### config.mk
export PLATFORM = sky130hd
export DESIGN_NAME = tensor_axis_swap_scatter_unit
export DESIGN_NICKNAME = d
export VERILOG_FILES = /design/src/rtl/core/tass_pkg.sv /design/src/rtl/core/tensor_axis_swap_scatter_unit.sv
export SDC_FILE = /design/constraint.sdc
export NUM_CORES = 2
export LEC_CHECK = 0
export BUFFER_PORTS_ARGS = -buffer_cell sky130_fd_sc_hd__buf_2
export CAP_MARGIN = 30
export CELL_PAD_IN_SITES_DETAIL_PLACEMENT = 0
export CELL_PAD_IN_SITES_GLOBAL_PLACEMENT = 1
export CORE_MARGIN = 2
export CORE_UTILIZATION = 25
export CTS_CLUSTER_SIZE = 24
export DETAILED_ROUTE_END_ITERATION = 10
export PLACE_DENSITY_LB_ADDON = 0.1
export SLEW_MARGIN = 40
export SYNTH_ARGS = -nofsm -noshare
export SYNTH_HDL_FRONTEND = slang
export SYNTH_SLANG_ARGS = --single-unit
### constraint.sdc
create_clock -name clk -period 32.4 [get_ports clk]
set_input_delay 4.86 -clock clk [delete_from_list [all_inputs] [get_ports clk]]
set_output_delay 4.86 -clock clk [all_outputs]
set_load 0.1 [all_outputs]
### src/rtl/core/tass_pkg.sv
package tass_pkg;

  // Sizing of the block
  localparam int MAX_DIM   = 1024;
  localparam int ADDR_BITS = 24;

  // Fixed field widths
  localparam int ELEM_W    = 64;
  localparam int DIM_W     = 11;
  localparam int MODE_W    = 2;
  localparam int CFG_IDX_W = 3;
  localparam int CFG_W     = DIM_W;

  // Coordinate counters hold values below MAX_DIM
  localparam int COORD_W = $clog2(MAX_DIM);

  // Product widths along the address pipeline
  localparam int PAIR_W = 2 * DIM_W;            // product of two sizes
  localparam int M1_W   = DIM_W + COORD_W;      // size times coordinate
  localparam int M2_W   = PAIR_W + COORD_W;     // size pair times coordinate
  localparam int MD_W   = PAIR_W + M1_W;        // volume times outer coordinate
  localparam int SUM_W  = MD_W + 2;

  // Stream data widths, padded to whole bytes
  localparam int IN_DATA_W  = ((ELEM_W + 7) / 8) * 8;
  localparam int OUT_DATA_W = ((ADDR_BITS + ELEM_W + 7) / 8) * 8;

  // Configuration register indexes
  localparam logic [CFG_IDX_W-1:0] REG_MODE      = 3'd0;
  localparam logic [CFG_IDX_W-1:0] REG_DIM_ONE   = 3'd1;
  localparam logic [CFG_IDX_W-1:0] REG_DIM_TWO   = 3'd2;
  localparam logic [CFG_IDX_W-1:0] REG_DIM_THREE = 3'd3;
  localparam logic [CFG_IDX_W-1:0] REG_DIM_FOUR  = 3'd4;

  // Swap modes; code three behaves as MODE_SWAP23
  localparam logic [MODE_W-1:0] MODE_SWAP12 = 2'd0;
  localparam logic [MODE_W-1:0] MODE_SWAP13 = 2'd1;
  localparam logic [MODE_W-1:0] MODE_SWAP23 = 2'd2;

  typedef logic [DIM_W-1:0]   dim_t;
  typedef logic [COORD_W-1:0] coord_t;

  // Size zero counts as one, sizes above MAX_DIM are clamped
  function automatic dim_t eff_dim(input dim_t v);
    dim_t r;
    if (v == '0) begin
      r = DIM_W'(1);
    end else if (32'(v) > 32'(MAX_DIM)) begin
      r = DIM_W'(MAX_DIM);
    end else begin
      r = v;
    end
    return r;
  endfunction

  // Coordinate sits at (or beyond) the end of its axis
  function automatic logic at_end(input coord_t c, input dim_t n);
    return (32'(c) + 32'd1) >= 32'(n);
  endfunction

endpackage

### src/rtl/core/tensor_axis_swap_scatter_unit.sv
// Axis-swap scatter address generator.
// Each accepted input passes the stage-1, stage-2 and output registers to the master side.
// Throughput: one element per cycle unless stalled; a 3-stage mul/add pipe forms stride products.
// Backpressure stalls only the full stages, bubbles are squeezed out.
// Reset (rst, synchronous): pipe empty, coordinates zero, mode 0, all sizes 1.
module tensor_axis_swap_scatter_unit (
  input  logic                               clk,
  input  logic                               rst,
  // configuration write channel
  input  logic                               cfg_valid,
  output logic                               cfg_ready,
  input  logic [tass_pkg::CFG_IDX_W-1:0]     cfg_index,
  input  logic [tass_pkg::CFG_W-1:0]         cfg_data,
  // element input stream
  input  logic                               s_tvalid,
  output logic                               s_tready,
  input  logic [tass_pkg::IN_DATA_W-1:0]     s_tdata,   // [63:0] element
  input  logic                               s_tuser,   // [0] first
  // result stream
  output logic                               m_tvalid,
  input  logic                               m_tready,
  output logic [tass_pkg::OUT_DATA_W-1:0]    m_tdata,   // [23:0] dest_address, [87:24] element_out
  output logic                               m_tlast,   // last element of the tensor
  output logic                               m_tuser    // [0] range_error
);

  // ---------------------------------------------------------------------------
  // Configuration registers. Writes must come only while the pipe is idle, so the stages
  // below read them freely; the block itself does not enforce this (cfg_ready stays high).
  // ---------------------------------------------------------------------------
  logic [tass_pkg::MODE_W-1:0] mode;
  tass_pkg::dim_t dim_one, dim_two, dim_three, dim_four;

  assign cfg_ready = 1'b1;

  always_ff @(posedge clk) begin
    if (rst) begin
      mode      <= tass_pkg::MODE_SWAP12;
      dim_one   <= tass_pkg::DIM_W'(1);
      dim_two   <= tass_pkg::DIM_W'(1);
      dim_three <= tass_pkg::DIM_W'(1);
      dim_four  <= tass_pkg::DIM_W'(1);
    end else if (cfg_valid) begin
      case (cfg_index)
        tass_pkg::REG_MODE:      mode      <= cfg_data[tass_pkg::MODE_W-1:0];
        tass_pkg::REG_DIM_ONE:   dim_one   <= cfg_data;
        tass_pkg::REG_DIM_TWO:   dim_two   <= cfg_data;
        tass_pkg::REG_DIM_THREE: dim_three <= cfg_data;
        tass_pkg::REG_DIM_FOUR:  dim_four  <= cfg_data;
        default: ;
      endcase
    end
  end

  // ---------------------------------------------------------------------------
  // Pipeline handshake: each stage moves when it is empty or its successor moves.
  // ---------------------------------------------------------------------------
  logic v1, v2;
  logic out_ready, s2_ready, accept;

  assign out_ready = !m_tvalid || m_tready;
  assign s2_ready  = !v2 || out_ready;
  assign s_tready  = !v1 || s2_ready;
  assign accept    = s_tvalid && s_tready;

  // ---------------------------------------------------------------------------
  // Stage 0: source coordinate counter and first products.
  // ---------------------------------------------------------------------------
  tass_pkg::coord_t coord_a, coord_b, coord_c, coord_d;
  tass_pkg::coord_t coord_a_next, coord_b_next, coord_c_next, coord_d_next;
  tass_pkg::coord_t cur_a, cur_b, cur_c, cur_d;
  tass_pkg::dim_t   n1, n2, n3, n4;
  logic             three_d;
  logic             end_a, end_b, end_c, end_d;
  logic             fin;

  assign n1 = tass_pkg::eff_dim(dim_one);
  assign n2 = tass_pkg::eff_dim(dim_two);
  assign n3 = tass_pkg::eff_dim(dim_three);
  assign n4 = tass_pkg::eff_dim(dim_four);

  assign three_d = (mode == tass_pkg::MODE_SWAP12);

  // first flag restarts at the origin; outer axis unused in 3-D mode
  assign cur_a = s_tuser ? '0 : coord_a;
  assign cur_b = s_tuser ? '0 : coord_b;
  assign cur_c = s_tuser ? '0 : coord_c;
  assign cur_d = (s_tuser || three_d) ? '0 : coord_d;

  assign end_a = tass_pkg::at_end(cur_a, n1);
  assign end_b = tass_pkg::at_end(cur_b, n2);
  assign end_c = tass_pkg::at_end(cur_c, n3);
  assign end_d = tass_pkg::at_end(cur_d, n4);

  assign fin = end_a && end_b && end_c && (three_d || end_d);

  // mixed-radix advance; a coordinate past its size wraps like one at its end
  always_comb begin
    coord_a_next = end_a ? '0 : cur_a + tass_pkg::COORD_W'(1);
    coord_b_next = cur_b;
    coord_c_next = cur_c;
    coord_d_next = cur_d;
    if (end_a) begin
      coord_b_next = end_b ? '0 : cur_b + tass_pkg::COORD_W'(1);
      if (end_b) begin
        coord_c_next = end_c ? '0 : cur_c + tass_pkg::COORD_W'(1);
        if (end_c) begin
          coord_d_next = end_d ? '0 : cur_d + tass_pkg::COORD_W'(1);
        end
      end
    end
    if (three_d) begin
      coord_d_next = '0;
    end
  end

  always_ff @(posedge clk) begin
    if (rst) begin
      coord_a <= '0;
      coord_b <= '0;
      coord_c <= '0;
      coord_d <= '0;
    end else if (accept) begin
      coord_a <= coord_a_next;
      coord_b <= coord_b_next;
      coord_c <= coord_c_next;
      coord_d <= coord_d_next;
    end
  end

  // Address is x0 + s1*x1 + pair*x2 + n1*n2*n3*d, operands picked per mode:
  //   swap12: b + n2*a + (n1*n2)*c
  //   swap13: c + n3*b + (n2*n3)*a + vol*d
  //   swap23: a + n1*c + (n1*n3)*b + vol*d
  tass_pkg::coord_t x0, x1, x2;
  tass_pkg::dim_t   s1, pa, pb;

  always_comb begin
    case (mode)
      tass_pkg::MODE_SWAP12: begin
        x0 = cur_b; x1 = cur_a; x2 = cur_c;
        s1 = n2;    pa = n1;    pb = n2;
      end
      tass_pkg::MODE_SWAP13: begin
        x0 = cur_c; x1 = cur_b; x2 = cur_a;
        s1 = n3;    pa = n2;    pb = n3;
      end
      default: begin
        x0 = cur_a; x1 = cur_c; x2 = cur_b;
        s1 = n1;    pa = n1;    pb = n3;
      end
    endcase
  end

  // Stage 1 registers
  tass_pkg::coord_t                 st1_x0, st1_x2;
  logic [tass_pkg::M1_W-1:0]        st1_m1, st1_dn3;
  logic [tass_pkg::PAIR_W-1:0]      st1_pair, st1_p12;
  logic [tass_pkg::ELEM_W-1:0]      st1_element;
  logic                             st1_last;

  always_ff @(posedge clk) begin
    if (rst) begin
      v1 <= 1'b0;
    end else if (s_tready) begin
      v1 <= s_tvalid;
    end
  end

  always_ff @(posedge clk) begin
    if (accept) begin
      st1_x0      <= x0;
      st1_x2      <= x2;
      st1_m1      <= tass_pkg::M1_W'(s1) * tass_pkg::M1_W'(x1);
      st1_pair    <= tass_pkg::PAIR_W'(pa) * tass_pkg::PAIR_W'(pb);
      st1_p12     <= tass_pkg::PAIR_W'(n1) * tass_pkg::PAIR_W'(n2);
      st1_dn3     <= tass_pkg::M1_W'(n3) * tass_pkg::M1_W'(cur_d);
      st1_element <= s_tdata[tass_pkg::ELEM_W-1:0];
      st1_last    <= fin;
    end
  end

  // ---------------------------------------------------------------------------
  // Stage 2: second-level products and the short partial sum.
  // ---------------------------------------------------------------------------
  logic [tass_pkg::M1_W:0]      st2_sum01;
  logic [tass_pkg::M2_W-1:0]    st2_m2;
  logic [tass_pkg::MD_W-1:0]    st2_md;
  logic [tass_pkg::ELEM_W-1:0]  st2_element;
  logic                         st2_last;

  always_ff @(posedge clk) begin
    if (rst) begin
      v2 <= 1'b0;
    end else if (s2_ready) begin
      v2 <= v1;
    end
  end

  always_ff @(posedge clk) begin
    if (s2_ready && v1) begin
      st2_sum01   <= (tass_pkg::M1_W + 1)'(st1_x0) + (tass_pkg::M1_W + 1)'(st1_m1);
      st2_m2      <= tass_pkg::M2_W'(st1_pair) * tass_pkg::M2_W'(st1_x2);
      st2_md      <= tass_pkg::MD_W'(st1_p12) * tass_pkg::MD_W'(st1_dn3);
      st2_element <= st1_element;
      st2_last    <= st1_last;
    end
  end

  // ---------------------------------------------------------------------------
  // Stage 3: final sum and range check into the output register.
  // ---------------------------------------------------------------------------
  logic [tass_pkg::SUM_W-1:0]     addr_sum;
  logic                           addr_over;
  logic [tass_pkg::ADDR_BITS-1:0] out_addr;
  logic [tass_pkg::ELEM_W-1:0]    out_element;

  assign addr_sum  = tass_pkg::SUM_W'(st2_sum01) + tass_pkg::SUM_W'(st2_m2)
                   + tass_pkg::SUM_W'(st2_md);
  assign addr_over = |addr_sum[tass_pkg::SUM_W-1:tass_pkg::ADDR_BITS];

  always_ff @(posedge clk) begin
    if (rst) begin
      m_tvalid <= 1'b0;
    end else if (out_ready) begin
      m_tvalid <= v2;
    end
  end

  always_ff @(posedge clk) begin
    if (out_ready && v2) begin
      out_addr    <= addr_over ? '0 : addr_sum[tass_pkg::ADDR_BITS-1:0];
      m_tuser     <= addr_over;
      m_tlast     <= st2_last;
      out_element <= st2_element;
    end
  end

  assign m_tdata = tass_pkg::OUT_DATA_W'({out_element, out_addr});

  // ---------------------------------------------------------------------------
  // Assertions
  // ---------------------------------------------------------------------------

  // input side only stalls when every stage holds an item
  a_stall_full: assert property (@(posedge clk) disable iff (rst)
    !s_tready |-> (v1 && v2 && m_tvalid))
    else $error("input stalled with an empty pipeline stage");

  // the final element of a tensor wraps the counter to the origin
  a_wrap_origin: assert property (@(posedge clk) disable iff (rst)
    (accept && fin) |=> (coord_a == '0 && coord_b == '0 && coord_c == '0 && coord_d == '0))
    else $error("counter did not wrap after the last element");

  // the outer coordinate stays cleared in 3-D mode
  a_outer_clear: assert property (@(posedge clk) disable iff (rst)
    (accept && three_d) |=> (coord_d == '0))
    else $error("outer coordinate advanced in 3-D mode");

  // an out-of-range result carries address zero
  a_err_zero: assert property (@(posedge clk) disable iff (rst)
    (m_tvalid && m_tuser) |-> (m_tdata[tass_pkg::ADDR_BITS-1:0] == '0))
    else $error("range error with nonzero address");

endmodule

==> flow_summary.ini <==
[outcome]
outcome = finished, final reports clean

[grt]
grt_usage_pct = 15.6
antenna_found_initial = 15
grt-ovfl-total = 0
grt_max_degree = 80
grtUsageMet2_pct = 25.1
grt_pass1_wl_um = 284000
use_met1_pct = 22.3
grt_pass1_vias = 44300
use_met3_pct = 2.09
top_usage_layer = met2

[synth]
syn_inst = 6087
yosysTopAreaCellShare_pct = 29.1
ys_types = 83
async_flop_share_pct = 0
yosysSeqAreaShare_pct = 24.5
ys_ff_latch = 512
yosys.area.top_type = fa_1
synth_edf_count = 423
synth_area_per_cell_um2 = 9.71
synthTopCellsByArea = fa_1, edfxtp_1, ha_1, inv_1, nand2_1
yosysWarnings = 0
syn_nets = 7582
syn_area_mm2 = 0.0591
synthFlopType = edfxtp_1

[route]
drtIter0Drc = 1890
dr_total_vias = 41200
remaining_drc_errors = 0
via_per_inst = 4.38
drt-total-wl_um = 186000
first_pass_iters = 6
routedWlPerCell_um = 19.7
ant_nets = 0

[floorplan]
rows = 178
die_h_um = 490
start_util_pct = 25.1
dieArea_mm2 = 0.240
core-area_mm2 = 0.235
num_io_pins = 177
die_x_um = 490

[critical_path]
cp-end-kind = flip-flop
cp-start-kind = input port
crit_start = s_tuser
crit_type = input port to flip-flop
required_ps = 32930
r2r_start = st1_p12[9]$_DFFE_PP_
cp.arrival_ps = 12000
critical_path.max_fanout = 42

[clock_network]
tritoncts = built
h-tree-depth = 3
cts-resized-gates = 0
cts_sinks = 512
clockBufferDepth = 3
cts_buffers = 72
cts_setup_buffers = 0
cts.reportedPaths.clkPinSlew_ps = 60
hold_buffers = 0
clkLatencyLatePin_ps = 730
cts-root-buf = clkbuf_16

[sta]
final.period_utilization_pct = 35.4
fin_skew_ps = 71.9
hold_violations = 0
setup_viol = 0
max_slew_margin_pct = 42.5
worst_pin_slew_ps = 860
fin_setup_tns_ps = 0
slew_viol_final = 0
rsz0062_at_grt = no
min_period_ps = 11470
fmax_mhz = 87.2

[finish]
layout_commonest_cell = inv_1
fin_cells = 9415
post-route-util_pct = 28.2
drive_above_1_share_pct = 7.84
nNetsFinal = 7697
area_delta_synth_final_pct = 12.5
nFillCells = 25200
final_cell_mix = inv_1, nand2_1, fa_1, ha_1, edfxtp_1

[placement]
dp_hpwl_um = 147000
port_buffers = 175
dp_cells = 9277
gp_congestion = 0.785

[power]
vdd_drop_max_uv = 65.5
power_density_mw_per_mm2 = 51.5
cellLeakagePower_nw = 29.8

[hold_path]
hp-class = flip-flop to flip-flop
min_from = st2_element[22]$_DFFE_PP_

[job]
drv_cap = 0
==> registers in the layout, indices dropped and copies added, names as in the netlist, 22 cells and up <==
name and flops:
out_addr 24, out_element 64, st1_element 64, st1_p12 22
st1_pair 22, st2_element 64, st2_m2 32, st2_md 43
st2_sum01 22
==> area by class of cell <==
| cell class | instances | area, um2 | share of cell area (%) |
|---|---|---|---|
| antenna | 5 | 12.5 | 0.0188 |
| clock buffer | 88 | 1880 | 2.83 |
| clock inverter | 44 | 514 | 0.774 |
| inverter | 1016 | 3820 | 5.75 |
| multi-input combinational | 4300 | 39900 | 60.1 |
| sequential | 512 | 14500 | 21.8 |
| tap | 3150 | 3940 | 5.93 |
| timing repair buffer | 300 | 1860 | 2.80 |
==> power breakdown <==
group / leakage, nW / total (mW) / switching (mW) / internal, mW
sequential: 4.79 / 0.858 / 0.0393 / 0.819
combinational: 23.9 / 1.76 / 1.12 / 0.642
clock: 1.14 / 0.804 / 0.348 / 0.456
==> critical path, cell delays in order <==
cell       delay (ps)
buf_2             290
buf_4             400
nor2b_1           440
mux2i_1           190
o21ai_1           620
nand2_1           170
fa_1              560
inv_1              50
fa_1              500
inv_1              50
fa_1              520
inv_1              50
fa_1              470
inv_1              50
fa_1              470
inv_1              40
ha_1              350
nand2_1            60
o21ai_0           350
a41oi_1           230
a2111oi_0         590
o21a_1            200
o21ai_0           100
a21oi_1           170
xor2_1            200
==> kinds of logic after synthesis <==
logic type	share of synthesized area, %
and+or+nand+nor	15.5
xor gates and xnor gates	2.86
buffers and inverters	8.16
DFF	24.5
adders and majority gates	40.8
other	0.00635
muxes	0.646
AOI/OAI and AO/OA	7.55
==> path summary, 6_finish.rpt <==
kind / end / slack [ps] / cells after the start
worst max-delay path: st1_m1[19]$_DFFE_PP_ / 20930 / 25
worst min-delay path: out_element[22]$_DFFE_PP_ / 390 / 0
worst max register to register: st2_md[42]$_DFFE_PP_ / 24580 / 25
worst min register to register: out_element[22]$_DFFE_PP_ / 390 / 0
==> per-layer routing <==
layer,up-vias,share of wire (%)
li1,19600,-
met1,20900,49
met2,613,46
met3,153,3.3
met4,0,1.9
met5,-,0
==> Yosys cell counts, types with 12 or more instances <==
cell      instances
xnor2_1         134
and2_1          325
nand2_1         894
dfxtp_1          89
a31oi_1          14
inv_1          1004
or2_2            14
a211oi_1         21
a22o_1           12
fa_1            859
clkbuf_1        236
o21a_1           43
nor2_1          369
o21bai_1         17
nor2b_1          73
nand2b_1         48
o21ai_0         116
nor3_2           20
edfxtp_1        423
nor4_1           15
xor2_1           59
a21boi_0         23
o21ai_1          20
nand4_1          20
nor3_1           56
nand3_1          63
mux2i_1          37
a21oi_1         228
and3_1           23
ha_1            552
a21o_1           96
==> per-stage QoR <==
stage | area, um2 | setup slack, ps | power [mW] | hold slack [ps]
after floorplan | 59100 | 14840 | 2.05 | 400
after global placement | 63800 | 20210 | 2.71 | 400
after detailed placement | 64000 | 20160 | 2.70 | 405
after CTS | 66400 | 20930 | 3.54 | 374
after global routing | 66400 | 20420 | 3.73 | 392
final | 66400 | 20930 | 3.42 | 386
Note: power is estimated with default switching activity, not from simulation.
